===== src/slie_pkg.sv =====
// Shared constants, codes and types of the sorted list insert engine.
`timescale 1ns / 1ps

package slie_pkg;

  localparam int DEPTH = 32;
  localparam int VAL_W = 31;
  localparam int CNT_W = $clog2(DEPTH + 1);
  localparam int IDX_W = (DEPTH > 1) ? $clog2(DEPTH) : 1;

  localparam logic [1:0] OP_APPEND = 2'd0;
  localparam logic [1:0] OP_SORTED = 2'd1;
  localparam logic [1:0] OP_READ   = 2'd2;

  localparam logic [1:0] ST_ACCEPTED = 2'd0;
  localparam logic [1:0] ST_FULL     = 2'd1;
  localparam logic [1:0] ST_EMPTY    = 2'd2;
  localparam logic [1:0] ST_ENTRY    = 2'd3;

  // Broadcast command to every cell of the chain.
  typedef struct packed {
    logic             ins;        // place new_value this cycle
    logic             sorted;     // ordered insert (else tail append)
    logic             rot;        // rotate list left by one entry
    logic [VAL_W-1:0] new_value;
    logic [VAL_W-1:0] head_value; // wraps into last valid cell on rot
  } slie_cmd_t;

endpackage


===== src/slie_cell.sv =====
// One list cell: holds an entry, shifts right on insert, left on read rotation.
`timescale 1ns / 1ps

module slie_cell (
  input  logic                      clk,
  input  logic                      rst_n,
  input  slie_pkg::slie_cmd_t       cmd,
  input  logic                      left_take,
  input  logic                      left_valid,
  input  logic [slie_pkg::VAL_W-1:0] left_value,
  input  logic                      right_valid,
  input  logic [slie_pkg::VAL_W-1:0] right_value,
  output logic                      take_out,
  output logic                      valid_out,
  output logic [slie_pkg::VAL_W-1:0] value_out
);

  logic                       valid_r, valid_nxt;
  logic [slie_pkg::VAL_W-1:0] value_r, value_nxt;
  logic                       hit;
  logic                       place;

  // Hit: first entry not smaller than the new one (prefix via left_take).
  assign hit      = cmd.sorted & valid_r & (value_r >= cmd.new_value);
  // Place: first empty cell, i.e. the tail position.
  assign place    = ~valid_r & left_valid;
  assign take_out = left_take | hit | place;

  always_comb begin
    valid_nxt = valid_r;
    value_nxt = value_r;
    if (cmd.ins) begin
      // Shift only a real entry in from the left; cells past the new tail stay empty.
      if (left_take && left_valid) begin
        valid_nxt = 1'b1;
        value_nxt = left_value;
      end else if (hit | place) begin
        valid_nxt = 1'b1;
        value_nxt = cmd.new_value;
      end
    end else if (cmd.rot && valid_r) begin
      value_nxt = right_valid ? right_value : cmd.head_value;
    end
  end

  always_ff @(posedge clk) begin
    if (!rst_n) begin
      valid_r <= 1'b0;
    end else begin
      valid_r <= valid_nxt;
    end
  end

  always_ff @(posedge clk) begin
    value_r <= value_nxt;
  end

  assign valid_out = valid_r;
  assign value_out = value_r;

endmodule


===== src/slie_array.sv =====
// Row of DEPTH list cells chained left to right.
`timescale 1ns / 1ps

module slie_array (
  input  logic                       clk,
  input  logic                       rst_n,
  input  slie_pkg::slie_cmd_t        cmd,
  output logic [slie_pkg::VAL_W-1:0] head_value
);

  logic [slie_pkg::DEPTH-1:0] take;
  logic [slie_pkg::DEPTH-1:0] valid;
  logic [slie_pkg::VAL_W-1:0] value [slie_pkg::DEPTH];

  for (genvar i = 0; i < slie_pkg::DEPTH; i++) begin : g_cell
    logic                       l_take;
    logic                       l_valid;
    logic [slie_pkg::VAL_W-1:0] l_value;
    logic                       r_valid;
    logic [slie_pkg::VAL_W-1:0] r_value;

    if (i == 0) begin : g_first
      assign l_take  = 1'b0;
      assign l_valid = 1'b1;
      assign l_value = '0;
    end else begin : g_mid_l
      assign l_take  = take[i-1];
      assign l_valid = valid[i-1];
      assign l_value = value[i-1];
    end

    if (i == slie_pkg::DEPTH - 1) begin : g_last
      assign r_valid = 1'b0;
      assign r_value = '0;
    end else begin : g_mid_r
      assign r_valid = valid[i+1];
      assign r_value = value[i+1];
    end

    slie_cell u_cell (
      .clk         (clk),
      .rst_n       (rst_n),
      .cmd         (cmd),
      .left_take   (l_take),
      .left_valid  (l_valid),
      .left_value  (l_value),
      .right_valid (r_valid),
      .right_value (r_value),
      .take_out    (take[i]),
      .valid_out   (valid[i]),
      .value_out   (value[i])
    );
  end

  assign head_value = value[0];

endmodule


===== src/sorted_list_insert_engine.sv =====
// Top level: command decode, entry count, read-out sequencer around the cell row.
// Append/insert answers in the cycle after accept; one command per cycle, busy stays low.
// Read-out of N entries: busy until the final word, one entry word per cycle; first word
// via busy_r and the result word register. Empty read answers in the cycle after accept.
// Read length: the entry count; row rotates left one entry per cycle. Results cannot be stalled.
// Reset (rst_n low, synchronous): list empty, busy low, no result strobe.
`timescale 1ns / 1ps

module sorted_list_insert_engine (
  input  logic                       clk,
  input  logic                       rst_n,
  input  logic                       start,
  output logic                       busy,
  input  logic [1:0]                 in_opcode,
  input  logic [slie_pkg::VAL_W-1:0] in_new_value,
  output logic                       out_valid,
  output logic [1:0]                 out_status,
  output logic [slie_pkg::VAL_W-1:0] out_entry_value,
  output logic                       out_last
);

  // Control state
  logic                       busy_r, busy_nxt;
  logic [slie_pkg::CNT_W-1:0] count_r, count_nxt;
  logic [slie_pkg::IDX_W-1:0] idx_r, idx_nxt;

  // Result word register
  logic                       out_valid_r, out_valid_nxt;
  logic [1:0]                 out_status_r, out_status_nxt;
  logic [slie_pkg::VAL_W-1:0] out_value_r, out_value_nxt;
  logic                       out_last_r, out_last_nxt;

  logic                       accept;
  logic                       full;
  logic                       is_write;
  logic                       read_last;
  logic [slie_pkg::VAL_W-1:0] head_value;
  slie_pkg::slie_cmd_t        cmd;

  assign accept    = start & ~busy_r;
  assign full      = (count_r == slie_pkg::CNT_W'(slie_pkg::DEPTH));
  assign is_write  = (in_opcode == slie_pkg::OP_APPEND) || (in_opcode == slie_pkg::OP_SORTED);
  // Current head is the final entry when idx reaches count - 1.
  assign read_last = (slie_pkg::CNT_W'(idx_r) == count_r - slie_pkg::CNT_W'(1));

  // Broadcast to the cells. Insert position resolves in the row itself:
  // the first cell that hits (or the tail) takes new_value, later cells shift right.
  always_comb begin
    cmd.ins        = accept & is_write & ~full;
    cmd.sorted     = (in_opcode == slie_pkg::OP_SORTED);
    cmd.rot        = busy_r;
    cmd.new_value  = in_new_value;
    cmd.head_value = head_value;
  end

  slie_array u_array (
    .clk        (clk),
    .rst_n      (rst_n),
    .cmd        (cmd),
    .head_value (head_value)
  );

  always_comb begin
    busy_nxt       = busy_r;
    count_nxt      = count_r;
    idx_nxt        = idx_r;
    out_valid_nxt  = 1'b0;
    out_status_nxt = slie_pkg::ST_ACCEPTED;
    out_value_nxt  = '0;
    out_last_nxt   = 1'b0;

    if (busy_r) begin
      // Streaming: head of the row goes out, the row rotates left by one,
      // so once the final entry is out the list is back in its original order.
      out_valid_nxt  = 1'b1;
      out_status_nxt = slie_pkg::ST_ENTRY;
      out_value_nxt  = head_value;
      out_last_nxt   = read_last;
      idx_nxt        = idx_r + slie_pkg::IDX_W'(1);
      if (read_last) begin
        busy_nxt = 1'b0;
        idx_nxt  = '0;
      end
    end else if (accept) begin
      case (in_opcode)
        slie_pkg::OP_APPEND, slie_pkg::OP_SORTED: begin
          out_valid_nxt = 1'b1;
          out_last_nxt  = 1'b1;
          if (full) begin
            out_status_nxt = slie_pkg::ST_FULL;
          end else begin
            out_status_nxt = slie_pkg::ST_ACCEPTED;
            count_nxt      = count_r + slie_pkg::CNT_W'(1);
          end
        end
        slie_pkg::OP_READ: begin
          if (count_r == '0) begin
            out_valid_nxt  = 1'b1;
            out_status_nxt = slie_pkg::ST_EMPTY;
            out_last_nxt   = 1'b1;
          end else begin
            busy_nxt = 1'b1;
            idx_nxt  = '0;
          end
        end
        default: begin
          // unused opcode: no result, no change
        end
      endcase
    end
  end

  always_ff @(posedge clk) begin
    if (!rst_n) begin
      busy_r      <= 1'b0;
      count_r     <= '0;
      idx_r       <= '0;
      out_valid_r <= 1'b0;
    end else begin
      busy_r      <= busy_nxt;
      count_r     <= count_nxt;
      idx_r       <= idx_nxt;
      out_valid_r <= out_valid_nxt;
    end
  end

  always_ff @(posedge clk) begin
    out_status_r <= out_status_nxt;
    out_value_r  <= out_value_nxt;
    out_last_r   <= out_last_nxt;
  end

  assign busy            = busy_r;
  assign out_valid       = out_valid_r;
  assign out_status      = out_status_r;
  assign out_entry_value = out_value_r;
  assign out_last        = out_last_r;

endmodule


===== config.mk =====
export PLATFORM = sky130hd
export DESIGN_NAME = sorted_list_insert_engine
export DESIGN_NICKNAME = d
export VERILOG_FILES = /design/src/slie_pkg.sv /design/src/slie_cell.sv /design/src/slie_array.sv /design/src/sorted_list_insert_engine.sv
export SDC_FILE = /design/constraint.sdc
export NUM_CORES = 2
export LEC_CHECK = 0
export BUFFER_PORTS_ARGS = -buffer_cell sky130_fd_sc_hd__buf_2
export CORE_UTILIZATION = 30
export DETAILED_ROUTE_END_ITERATION = 6
export PLACE_DENSITY = 0.46
export SYNTH_ARGS = -nofsm -noshare
export SYNTH_HDL_FRONTEND = slang
export SYNTH_SLANG_ARGS = --single-unit

===== constraint.sdc =====
create_clock -name clk -period 11.8 [get_ports clk]
set_input_delay 0.59 -clock clk [delete_from_list [all_inputs] [get_ports clk]]
set_output_delay 0.59 -clock clk [all_outputs]
set_load 0.02 [all_outputs]

==> impl_table.tex <==
\begin{tabular}{lr}
\hline
Metric & Value \\
\hline
\multicolumn{2}{l}{\textbf{Floorplanning}} \\
Num ports & 72 \\
Height of the die & 543 um \\
Full die area & 295000 um2 \\
Floorplan Core Area & 291000 um2 \\
Initial standard-cell utilization of the core & 30.2\% \\
Die Width & 543 um \\
Standard-cell row count & 198 \\
\multicolumn{2}{l}{\textbf{CTS}} \\
Clk sinks & 1071 \\
CTS Buf Count & 153 \\
Total of cells resized after clock tree synthesis & 0 \\
Clock slew seen by the registers of the worst setup and hold paths & 0.06 ns \\
Maximum level of the CTS H-tree & 4 \\
Total of hold buffers inserted after clock tree synthesis & 1 \\
Maximum buffer depth of the clock tree & 4 \\
Root Driver & sky130\_fd\_sc\_hd\_\_clkbuf\_16 \\
Clock network latency to the later pin of the worst-skew pair & 0.87 ns \\
Number of setup buffers added after CTS & 0 \\
TritonCTS clock tree & done \\
\multicolumn{2}{l}{\textbf{Detailed routing}} \\
Post-detailed-route via-to-cell ratio & 6.59 \\
Via count & 85700 \\
Drt pass-1 iters & 6 \\
DR WL/cell & 39.5 um \\
Count of unresolved DRC violations after routing & 0 \\
Number of nets with antenna violations after routing & 0 \\
Final wirelength & 514 mm \\
Number of design-rule violations left by the first detailed-router iteration & 12900 \\
\multicolumn{2}{l}{\textbf{Timing}} \\
Fmax & 134 MHz \\
\# setup viols final & 0 \\
Hold Fails Final Rpt & 0 \\
Worst-case setup margin in the final layout & 4.34 ns \\
Max-slew violation total from the final report & 0 \\
Clock skew after layout & 0.0745 ns \\
Period utilization & 63.2\% \\
Transition time at the pin with the least slew margin & 1.36 ns \\
Worst slew slack as a fraction of its limit & 9.26\% \\
Unrepaired setup endpoints after global routing & false \\
Sum of negative setup slack & 0 ns \\
Min Tclk post-route & 7.46 ns \\
\multicolumn{2}{l}{\textbf{Worst setup path}} \\
Classification of the worst setup path & in2reg \\
Worst Path Max Fanout & 65 \\
Cell family contributing the most delay on the critical path & buffers and inverters \\
Endpoint kind of the worst setup timing path & flip-flop \\
Critical path cell sequence & buf\_2 -> buf\_4 -> inv\_2 -> buf\_4 -> ha\_1 -> nand4\_1 -> inv\_1 -> a221oi\_1 -> a21boi\_0 -> o21ai\_0 -> and3\_1 -> nand3\_1 -> nor2\_4 -> buf\_12 -> and2\_1 -> buf\_4 -> o31ai\_4 -> buf\_4 \\
Most repeated library cell on the critical path & sky130\_fd\_sc\_hd\_\_buf\_4 \\
Data arrival time of the worst path & 7.99 ns \\
Slowest stage cell on the critical path & sky130\_fd\_sc\_hd\_\_nor2\_4 \\
Data required, critical path & 12.34 ns \\
Count of buffer and inverter cells on the critical path & 8 \\
Startpoint kind of the worst setup timing path & input pin \\
Critical Path Max Stage Delay & 0.97 ns \\
\multicolumn{2}{l}{\textbf{Yosys}} \\
Synthesized area per cell & 9.45 um2 \\
Top flip-flop cell by instance count after synthesis & sky130\_fd\_sc\_hd\_\_edfxtp\_1 \\
Flip-flop and latch count after synthesis & 1071 \\
Sequential-to-total area share from yosys stat & 35.7\% \\
Number of warnings issued by yosys & 0 \\
Synthesized net count & 10300 \\
Unique masters post-synth & 80 \\
Mapped cell area & 87800 um2 \\
Share of flip-flops with an asynchronous set or reset & 0\% \\
Post-synthesis cell count & 9294 \\
EDFF count, synth & 992 \\
\multicolumn{2}{l}{\textbf{Pwr}} \\
Worst vdd ir & 96.3 uV \\
Power density of the placed cells & 109 nW/um2 \\
Leakage & 36.6 nW \\
\multicolumn{2}{l}{\textbf{Placement}} \\
DPL Wire Length & 350 mm \\
Placement Setup Slack & 3.92 ns \\
Total instance count after detailed placement & 12700 \\
Final Wtd Congestion & 1.03 \\
Placement-stage cell area & 92700 um2 \\
Number of port buffers & 71 \\
\multicolumn{2}{l}{\textbf{Final layout}} \\
Final cell utilization of the core & 33.5\% \\
Synthesis-to-finish area growth & 11.1\% \\
Number of standard cells in the layout, taps in and fillers out & 13000 \\
Final design instance area without fill & 97600 um2 \\
Net count reported at finish & 9999 \\
Ratio of cells with drive above 1 in the final layout & 9.13\% \\
\multicolumn{2}{l}{\textbf{Global routing}} \\
Initial antenna violation count & 52 \\
Pin count of the biggest net entering global routing & 159 \\
Wire length of the first global-routing pass & 690 mm \\
Global router's overall resource usage & 33.7\% \\
Via count of the first global-routing pass & 79200 \\
Gr ovfl total & 0 \\
\multicolumn{2}{l}{\textbf{Worst hold path}} \\
Type of the tightest min-delay check & in2reg \\
\multicolumn{2}{l}{\textbf{Flow run}} \\
Max-cap violation count & 0 \\
\multicolumn{2}{l}{\textbf{Run status}} \\
Status & complete, no violations \\
\hline
\end{tabular}
cell usage in the layout (no fill, tap or decap), types with 23 or more instances in the layout:
cell                        instances
sky130_fd_sc_hd__a21boi_0          23
sky130_fd_sc_hd__mux2i_1          651
sky130_fd_sc_hd__a2111oi_0         57
sky130_fd_sc_hd__clkbuf_1          40
sky130_fd_sc_hd__nor2_1           325
sky130_fd_sc_hd__o211ai_1          59
sky130_fd_sc_hd__o2111ai_1         36
sky130_fd_sc_hd__inv_1             76
sky130_fd_sc_hd__a211oi_1         952
sky130_fd_sc_hd__nand3_1          158
sky130_fd_sc_hd__and2_1            46
sky130_fd_sc_hd__clkbuf_16        154
sky130_fd_sc_hd__and4_1            34
sky130_fd_sc_hd__o311a_1           31
sky130_fd_sc_hd__buf_2             69
sky130_fd_sc_hd__o221a_2           34
sky130_fd_sc_hd__o31ai_1          200
sky130_fd_sc_hd__a221oi_1          82
sky130_fd_sc_hd__dfxtp_1           49
sky130_fd_sc_hd__and3_1            23
sky130_fd_sc_hd__a21o_1            89
sky130_fd_sc_hd__ha_1             995
sky130_fd_sc_hd__nand2_1          659
sky130_fd_sc_hd__nand4_1          156
sky130_fd_sc_hd__o21a_1            50
sky130_fd_sc_hd__buf_4            330
sky130_fd_sc_hd__nor2b_1          636
sky130_fd_sc_hd__a22oi_1           37
sky130_fd_sc_hd__edfxtp_1         992
sky130_fd_sc_hd__nor2_2            30
sky130_fd_sc_hd__a21oi_1          970
sky130_fd_sc_hd__inv_2             32
sky130_fd_sc_hd__o21ai_0          266
sky130_fd_sc_hd__nand3b_1          98
sky130_fd_sc_hd__diode_2           32
sky130_fd_sc_hd__nand2b_1          29
sky130_fd_sc_hd__nor3_1           199
state kept, by name, summed over array words and instances (netlist names):
name and count:
idx_r 5, busy 1, out_entry_value 31, count_r 6
u_array.g_cell.u_cell.valid_out 32, out_valid 1, out_last 1, u_array.g_cell.u_cell.value_out 992
out_status 2
final cells by class:
cell class | instances | area (um2)
Clock buffer | 208 | 4200
Fill cell | 29700 | 193000
Clock inverter | 55 | 639
Inverter | 109 | 409
Multi-Input combinational cell | 7226 | 53000
Timing Repair Buffer | 407 | 2970
Sequential cell | 1071 | 31400
Tap cell | 3900 | 4880
Antenna cell | 32 | 80.1
where the power goes:
part           switching (mW)  internal [mW]
Combinational            1.21          0.497
Sequential             0.0188           4.19
Clock                    1.98           2.77
Total                    3.22           7.45
worst min-delay path: cells and delay by family:
kind,cells,cell delay [ns]
buffers and inverters,1,0.12
and+or+nand+nor,1,0.07
AOI/OAI and AO/OA,1,0.07
metrics by stage:
stage	hold WS (ns)	power, mW
final	0.0690	10.7
after global routing	0.100	10.9
after CTS	0.0238	10.6
after detailed placement	0.513	5.91
after global placement	0.508	5.88
after floorplan	0.476	5.20
synth_stat cells, types with 201 or more instances:
cell type	n	area (um2)
sky130_fd_sc_hd__ha_1	995	12400
sky130_fd_sc_hd__clkbuf_1	796	2990
sky130_fd_sc_hd__nor2_1	362	1360
sky130_fd_sc_hd__o21ai_0	275	1380
sky130_fd_sc_hd__nor2b_1	637	3990
sky130_fd_sc_hd__edfxtp_1	992	29800
sky130_fd_sc_hd__a211oi_1	952	7150
sky130_fd_sc_hd__o31ai_1	202	1520
sky130_fd_sc_hd__mux2i_1	651	6520
sky130_fd_sc_hd__nor3_1	201	1010
sky130_fd_sc_hd__nand2_1	669	2510
sky130_fd_sc_hd__a21oi_1	971	4860
layer usage:
| layer | vias to the layer above | routed length (um) | track usage [%] |
|---|---|---|---|
| li1 | 35500 | - | - |
| met1 | 42700 | 209000 | 44.1 |
| met2 | 6078 | 210000 | 48.1 |
| met3 | 1378 | 56400 | 9.22 |
| met4 | 44 | 38700 | 22.3 |
| met5 | - | 276 | 0 |
cells by family (layout without fill, tap and decap cells):
kind of cell             after synthesis  in the layout  synth area share [%]
AO/OA/AOI/OAI                       3080           3080                  23.6
XOR/XNOR                              12             12                 0.120
adder cells (fa/ha/maj)              995            995                  14.2
buffers and inverters                997            779                  4.38
flip-flops                          1071           1071                  35.7
multiplexers                         656            656                  7.48
other                                  0             32                     0
AND/OR/NAND/NOR                     2483           2483                  14.5
path summary, 6_finish.rpt:
| check | start | end | slack (ns) | cells past startpoint |
|---|---|---|---|---|
| setup / recovery | in_new_value[13] | u_array.g_cell[28].u_cell.value_out[8] | 4.34 | 18 |
| hold / removal | start | out_last | 0.07 | 3 |
| setup reg to reg | u_array.g_cell[0].u_cell.value_out[16] | u_array.g_cell[28].u_cell.value_out[8] | 5.05 | 16 |
| hold reg to reg | idx_r[4] | idx_r[4] | 0.52 | 2 |
No activity file was read; power rests on OpenSTA's default activity.
